--- src/design/dense_layer_relu_assert.svh ---
// ----------------------------------------------------------------------------
// dense_layer_relu_assert.svh
// Assertion macros for the dense layer block.
// ----------------------------------------------------------------------------
`ifndef DENSE_LAYER_RELU_ASSERT_SVH
`define DENSE_LAYER_RELU_ASSERT_SVH

`ifndef ASSERT_OFF

// Same-cycle implication, disabled while reset is asserted.
`define DLR_ASSERT_IMP(lbl, clk, rstn, ante, cons) \
    lbl: assert property (@(posedge clk) disable iff (!(rstn)) (ante) |-> (cons)) \
        else $error("dense_layer_relu: check failed");

// Next-cycle implication, disabled while reset is asserted.
`define DLR_ASSERT_NXT(lbl, clk, rstn, ante, cons) \
    lbl: assert property (@(posedge clk) disable iff (!(rstn)) (ante) |=> (cons)) \
        else $error("dense_layer_relu: check failed");

`else

`define DLR_ASSERT_IMP(lbl, clk, rstn, ante, cons)
`define DLR_ASSERT_NXT(lbl, clk, rstn, ante, cons)

`endif

`endif

--- src/design/dlr_pkg.sv ---
// ----------------------------------------------------------------------------
// dlr_pkg
// Shared types, codes and helpers of the dense layer block.
// ----------------------------------------------------------------------------
package dlr_pkg;

    // Sizes of the layer and of the arithmetic.
    localparam int MAX_INPUTS  = 64;
    localparam int MAX_OUTPUTS = 64;
    localparam int FRAC_BITS   = 8;
    localparam int DATA_W      = 16;
    localparam int PROD_W      = 2 * DATA_W;
    localparam int ACC_W       = 40;
    localparam int IN_IDX_W    = $clog2(MAX_INPUTS);
    localparam int OUT_IDX_W   = $clog2(MAX_OUTPUTS);
    localparam int CNT_W       = 7;
    localparam int POS_W       = 12;

    // Saturation bounds in accumulator width.
    localparam logic signed [ACC_W-1:0] VAL_MAX = ACC_W'(32767);
    localparam logic signed [ACC_W-1:0] VAL_MIN = ACC_W'(-32768);

    // Request type codes.
    localparam logic [1:0] REQ_WEIGHT  = 2'd0;
    localparam logic [1:0] REQ_BIAS    = 2'd1;
    localparam logic [1:0] REQ_ELEMENT = 2'd2;

    // Configuration register indexes.
    localparam logic [1:0] CFG_IN_COUNT  = 2'd0;
    localparam logic [1:0] CFG_OUT_COUNT = 2'd1;
    localparam logic [1:0] CFG_RELU      = 2'd2;

    // Input request payload.
    typedef struct packed {
        logic [1:0]              req_type;
        logic [POS_W-1:0]        position;
        logic signed [DATA_W-1:0] data_value;
        logic                    vector_end;
    } dlr_in_t;

    // Output request payload.
    typedef struct packed {
        logic [OUT_IDX_W-1:0]    neuron_index;
        logic signed [DATA_W-1:0] neuron_value;
        logic                    final_neuron;
    } dlr_out_t;

    // Sequencer states.
    typedef enum logic [1:0] {
        ST_IDLE,
        ST_CALC,
        ST_EMIT
    } state_t;

    // Operand strobe toward the MAC unit.
    typedef struct packed {
        logic valid;
        logic first;
    } mac_ctrl_t;

    // Status back from the MAC unit.
    typedef struct packed {
        logic idle;
    } mac_stat_t;

    // A count of zero acts as one, and counts above the maximum act as it.
    function automatic logic [CNT_W-1:0] clamp_count(input logic [CNT_W-1:0] c,
                                                      input logic [CNT_W-1:0] max_c);
        logic [CNT_W-1:0] r;
        if (c == '0)
            r = CNT_W'(1);
        else if (c > max_c)
            r = max_c;
        else
            r = c;
        return r;
    endfunction

endpackage

--- src/design/dlr_mac.sv ---
// ----------------------------------------------------------------------------
// dlr_mac
// Shared multiply-accumulate unit with shift, saturation and ReLU.
// ----------------------------------------------------------------------------
module dlr_mac (
    input  logic                              clk,
    input  logic                              rst_n,
    input  dlr_pkg::mac_ctrl_t                ctrl,
    input  logic signed [dlr_pkg::DATA_W-1:0] x_data,
    input  logic signed [dlr_pkg::DATA_W-1:0] w_data,
    input  logic signed [dlr_pkg::DATA_W-1:0] bias_data,
    input  logic                              relu_en,
    output dlr_pkg::mac_stat_t                stat,
    output logic signed [dlr_pkg::DATA_W-1:0] value
);
    import dlr_pkg::*;

    logic signed [PROD_W-1:0] prod_reg;
    logic                     prod_vld_reg;
    logic                     prod_first_reg;
    logic signed [ACC_W-1:0]  acc_reg;
    logic signed [ACC_W-1:0]  acc_next;
    logic signed [ACC_W-1:0]  prod_ext;
    logic signed [ACC_W-1:0]  bias_ext;
    logic signed [ACC_W-1:0]  shifted;

    // Multiplier stage: one signed 16x16 product per cycle.
    always_ff @(posedge clk)
    begin
        prod_reg <= x_data * w_data;
    end

    always_ff @(posedge clk or negedge rst_n)
    begin
        if (!rst_n)
        begin
            prod_vld_reg   <= 1'b0;
            prod_first_reg <= 1'b0;
        end
        else
        begin
            prod_vld_reg   <= ctrl.valid;
            prod_first_reg <= ctrl.valid & ctrl.first;
        end
    end

    // The bias enters the sum aligned to the product's fraction.
    assign prod_ext = {{(ACC_W-PROD_W){prod_reg[PROD_W-1]}}, prod_reg};
    assign bias_ext = {{(ACC_W-DATA_W-FRAC_BITS){bias_data[DATA_W-1]}}, bias_data,
                       {FRAC_BITS{1'b0}}};

    // Accumulator: restarts from the bias on the first product of a neuron.
    always_comb
    begin
        if (!prod_vld_reg)
            acc_next = acc_reg;
        else if (prod_first_reg)
            acc_next = bias_ext + prod_ext;
        else
            acc_next = acc_reg + prod_ext;
    end

    always_ff @(posedge clk)
    begin
        acc_reg <= acc_next;
    end

    // Floor shift, saturation to 16 bits, then optional ReLU.
    assign shifted = acc_reg >>> FRAC_BITS;

    always_comb
    begin
        if (shifted > VAL_MAX)
            value = VAL_MAX[DATA_W-1:0];
        else if (shifted < VAL_MIN)
            value = VAL_MIN[DATA_W-1:0];
        else
            value = shifted[DATA_W-1:0];
        if (relu_en && value[DATA_W-1])
            value = '0;
    end

    assign stat.idle = !ctrl.valid && !prod_vld_reg;

endmodule

--- config.mk ---
export PLATFORM = sky130hd
export DESIGN_NAME = dlr_mac
export DESIGN_NICKNAME = d
export VERILOG_FILES = /design/src/design/dense_layer_relu_assert.svh /design/src/design/dlr_pkg.sv /design/src/design/dlr_mac.sv
export SDC_FILE = /design/constraint.sdc
export NUM_CORES = 1
export LEC_CHECK = 0
export BUFFER_PORTS_ARGS = -buffer_cell sky130_fd_sc_hd__buf_2
export CAP_MARGIN = 20
export CORE_UTILIZATION = 59
export CTS_CLUSTER_SIZE = 24
export DETAILED_ROUTE_END_ITERATION = 7
export GPL_ROUTABILITY_DRIVEN = 0
export PLACE_DENSITY_LB_ADDON = 0.3
export SYNTH_ARGS = -nofsm -noshare
export SYNTH_HDL_FRONTEND = slang
export SYNTH_SLANG_ARGS = --single-unit
--- constraint.sdc ---
create_clock -name clk -period 2.8 [get_ports clk]
set_input_delay 0 -clock clk [delete_from_list [all_inputs] [get_ports clk]]
set_output_delay 0 -clock clk [all_outputs]
set_load 0.005 [all_outputs]
=== Word-level counts from Yosys, hierarchy flattened ===
Cells that the tools add are included.

* Flip-flop bits (word level): 74
* Input bits: 53
* Output and inout port bits: 17
* Logic and storage cells: 18

* Add/subtract/negate cells: 2
* Multipliers: 1
* Order comparisons: 2
* Mux-type cells: 4
* Bitwise gates (word level): 1
* Reductions and logical operators: 4

{| class="wikitable"
|+ Operators by type and width
! operator !! count
|-
| $mux 16 || 3
|-
| $add 40x32->40 || 1
|-
| $mux 40 || 1
|-
| $add 24x32->33 || 1
|-
| $gt 32x16->1 const B || 1
|-
| $lt 32x16->1 const B || 1
|-
| $mul 16x16->32 || 1
|-
| $logic_and 1x1->1 || 2
|-
| $logic_not 1->1 || 2
|-
| $and 1x1->1 || 1
|}

=== Depth between registers and ports, before layout ===
* Depth after elaboration: 5
* Depth in mapped cells: 24
* Gate-level depth less buffers: 23

=== Worst setup path after synthesis ===
OpenSTA, ideal clock, no wires.

* Path kind: input port to flip-flop
* From: input port w_data[7] (netlist name)
* To: register prod_reg[30]
* Setup time: 0.072 ns
* Arrival: 5.836 ns
* Required time: 2.728 ns
* Setup slack: -3.108 ns
* Cell stages on the path: 23
* Path buffers: 1
* Path through: clkbuf_1 > nand2_1 > fa_1 > inv_1 > fa_1 > inv_1 > fa_1 > inv_1 > fa_1 > fa_1 > inv_1 > fa_1 > inv_1 > ha_1 > a21o_1 > a21o_1 > a2111oi_2 > nor3_1 > o311ai_2 > a31oi_1 > or4b_1 > nand2_1 > xnor2_1

* Cells in the longest elaborated chain, start to end: 1

{| class="wikitable"
|+ RTL lines
! item !! line !! text
|-
| from (decl) || dlr_mac.sv:10 || <nowiki>input logic signed [dlr_pkg::DATA_W-1:0] w_data,</nowiki>
|-
| $mul 16x16->32 || dlr_mac.sv:30 || <nowiki>prod_reg <= x_data * w_data;</nowiki>
|-
| to (signal assigned) || dlr_mac.sv:30 ||
|-
| to (decl) || dlr_mac.sv:18 || <nowiki>logic signed [PROD_W-1:0] prod_reg;</nowiki>
|}

No other way between the ends.
A chain may end at the register's enable or synchronous reset.

=== Worst setup path after layout ===
* From: input port w_data[10] (netlist name)
* To: register prod_reg[30]

Same word-level chain as after synthesis.

==> metrics.txt <==
status=finished, violations left; failing checks=setup timing; DR vias/cell=between 5 and 6; Worst slew margin=about half; cells after synthesis=between 1,500 and 2,000; pre-CTS setup slack=-3.036 ns; fin nets=about 2,600; DRC viols=0; Root Buffer=clkbuf_16; Crit. End Element=flip-flop; Synthesized Nets=2,233; Die Span Y=165.0 um; Post-synth top cells=inv_1 (359), fa_1 (264), nand2_1 (176); syn avg cell area=just under 9 um^2; Seq cells post-synth=74; clock slew at reported path FFs=0.07 ns; top post-synthesis cells by area=fa_1 (34%), ha_1 (12%), inv_1 (8.6%); IO Count=70; fin crit share=193.8%; Critical Path Most Common Cell=fa_1; Die Area=27,230 um^2; Critical Path AT=between 5 and 6 ns; critical path startpoint category=primary input; Crit Path Category=primary input to flip-flop; hold_ws=0.1016 ns; Post-Synthesis Cell Area=between 15,000 and 20,000 um^2; synth-to-layout area growth=33.01%; Area after DPL=around 18,000 um^2; Cell variety after synth=65; n_diodes=0; gr ovfl total=0; RSZ-0062 raised after global routing=yes; sequential element share of the synthesized area=12.07%; final setup vio count=38; GRT Util Overall=between 30 and 40%; HPWL after detailed placement=33,130 um; first drt pass iteration count=6; Critical Path, Cell by Cell=buf_6 > and2_4 > fa_1 > inv_2 > fa_1 > inv_1 > fa_1 > fa_1 > fa_1 > inv_1 > fa_1 > inv_2 > ha_4 > a21o_1 > a21o_1 > a2111oi_4 > nor3_2 > o311ai_2 > a31oi_1 > or4b_1 > nand2_1 > xnor2_1; Worst-Margin Slew=0.7674 ns; Post-synth top flop=edfxtp_1; final hold violations=0; dominant cell type by area after synthesis=fa_1; CTS buffer count=9; max_cap viols=0; number of synthesized flops with an enable pin=40; Max stage delay on crit path=0.56 ns; routed length per placed instance=19.47 um; CTS Buffer Depth=2; routed wire length=47,730 um; most common cell in the netlist=inv_1; CTS tree=yes; WP data required=3.03 ns; setup tns final=-50.28 ns; initial antenna violation count=0; H-Tree Level Count=3; share of cells above drive strength 1=31.95%; num rows=59; DR iter-0 viols=1,201; setup ws final=-2.625 ns; worst setup path start=w_data[10]; Starting Density=around 60%; Chip Width=165.0 um; reg2reg start=prod_reg[1]; Hold Crit Start=bias_data[0]; post-route cell area=around 21,000 um^2; area of the core=approximately 26,000 um^2; Crit-path slowest cell=fa_1; Slew Limit Fails=0; largest net degree at the start of global routing=56; Max Clock Skew=0.01062 ns; hold crit path type=primary input to flip-flop; vias in the first global route=14,848; post-route ant nets=0; fin crit period=5.425 ns; Max FO, Critical Path=4; asr flop ratio synth=roughly 2.7%; first-pass GRT wire length=70,960 um; max FFs per register=40; port bufs=69; CTS Sinks=74; maximum clock frequency=184.3 MHz; synth warn=0; Via Count=14,292; top cell type's share of synthesized area=33.71%; worst skew pair latency=0.35 ns
final cells by class:
type                       instances  area [um^2]
inverter                         359         1353
clock buffer                       9        225.2
timing repair buffer             376         3237
tap                              335        419.2
fill                            1428         5206
clock inverter                     7        75.07
multi-input combinational       1291        13640
sequential                        74         1903
worst max-delay path: cells and delay by family:
kind / cells / cell delay, ns
adder cells (fa/ha/maj): 7 / 3.29
AO/OA/AOI/OAI: 5 / 1.15
AND/OR/NAND/NOR: 4 / 0.85
buffers and inverters: 5 / 0.31
XOR/XNOR: 1 / 0.06
stage by stage:
step / std cells / utilization [%]
finish: 2451 / 80.02
global route: 2451 / 80.02
CTS: 2430 / 77.18
detailed placement: 2374 / 70.96
global placement: 2374 / 70.96
floorplan: 1771 / -
timing repair:
action	in CTS	in global routing
setup endpoints to repair	47	50
hold buffers	4	0
hold endpoints to repair	4	0
gates cloned	1	1
pin swaps	149	148
resized for setup	261	146
setup buffers	40	26
path summary, 6_finish.rpt:
| path | slack [ns] | to | depth (start not counted) |
|---|---|---|---|
| min in group asynchronous | 0.50 | prod_vld_reg | 3 |
| min | 0.10 | acc_reg[8] | 4 |
| min reg2reg | 0.57 | acc_reg[4] | 1 |
| max in group asynchronous | 2.18 | prod_first_reg | 3 |
| max reg2reg | -0.24 | acc_reg[36] | 11 |
| max | -2.63 | prod_reg[30] | 22 |
placed cells by master (no fill, tap or decap), types with 41 or more instances in the layout:
master,synthesis,final
buf_4,0,240
and2_4,0,47
inv_1,359,318
nand2_1,176,166
xnor2_1,49,41
nor2_1,92,83
fa_1,264,234
ha_1,145,102
a21oi_1,73,54
and2_1,130,83
buf_6,0,71
cell families after synthesis:
logic type                 Yosys count  share of synthesized area [%]
and+or+nand+nor                    501                          15.52
adders and majority gates          409                          45.28
buffers and inverters              406                          9.745
AOI/OAI and AO/OA                  296                          12.52
DFF                                 74                          12.07
xor gates and xnor gates            73                          4.078
muxes                               12                         0.7821
per-layer routing:
| layer | vias up | share of wire, % | global-route usage [%] |
|---|---|---|---|
| li1 | 6341 | - | - |
| met1 | 6946 | 38 | 41.39 |
| met2 | 801 | 50 | 58.96 |
| met3 | 204 | 7.6 | 3.893 |
| met4 | 0 | 4.6 | 11.34 |
| met5 | - | 0 | 0 |
Power is not shown: default switching activity piles up to over one toggle a cycle in this logic, so the estimate is an artifact.
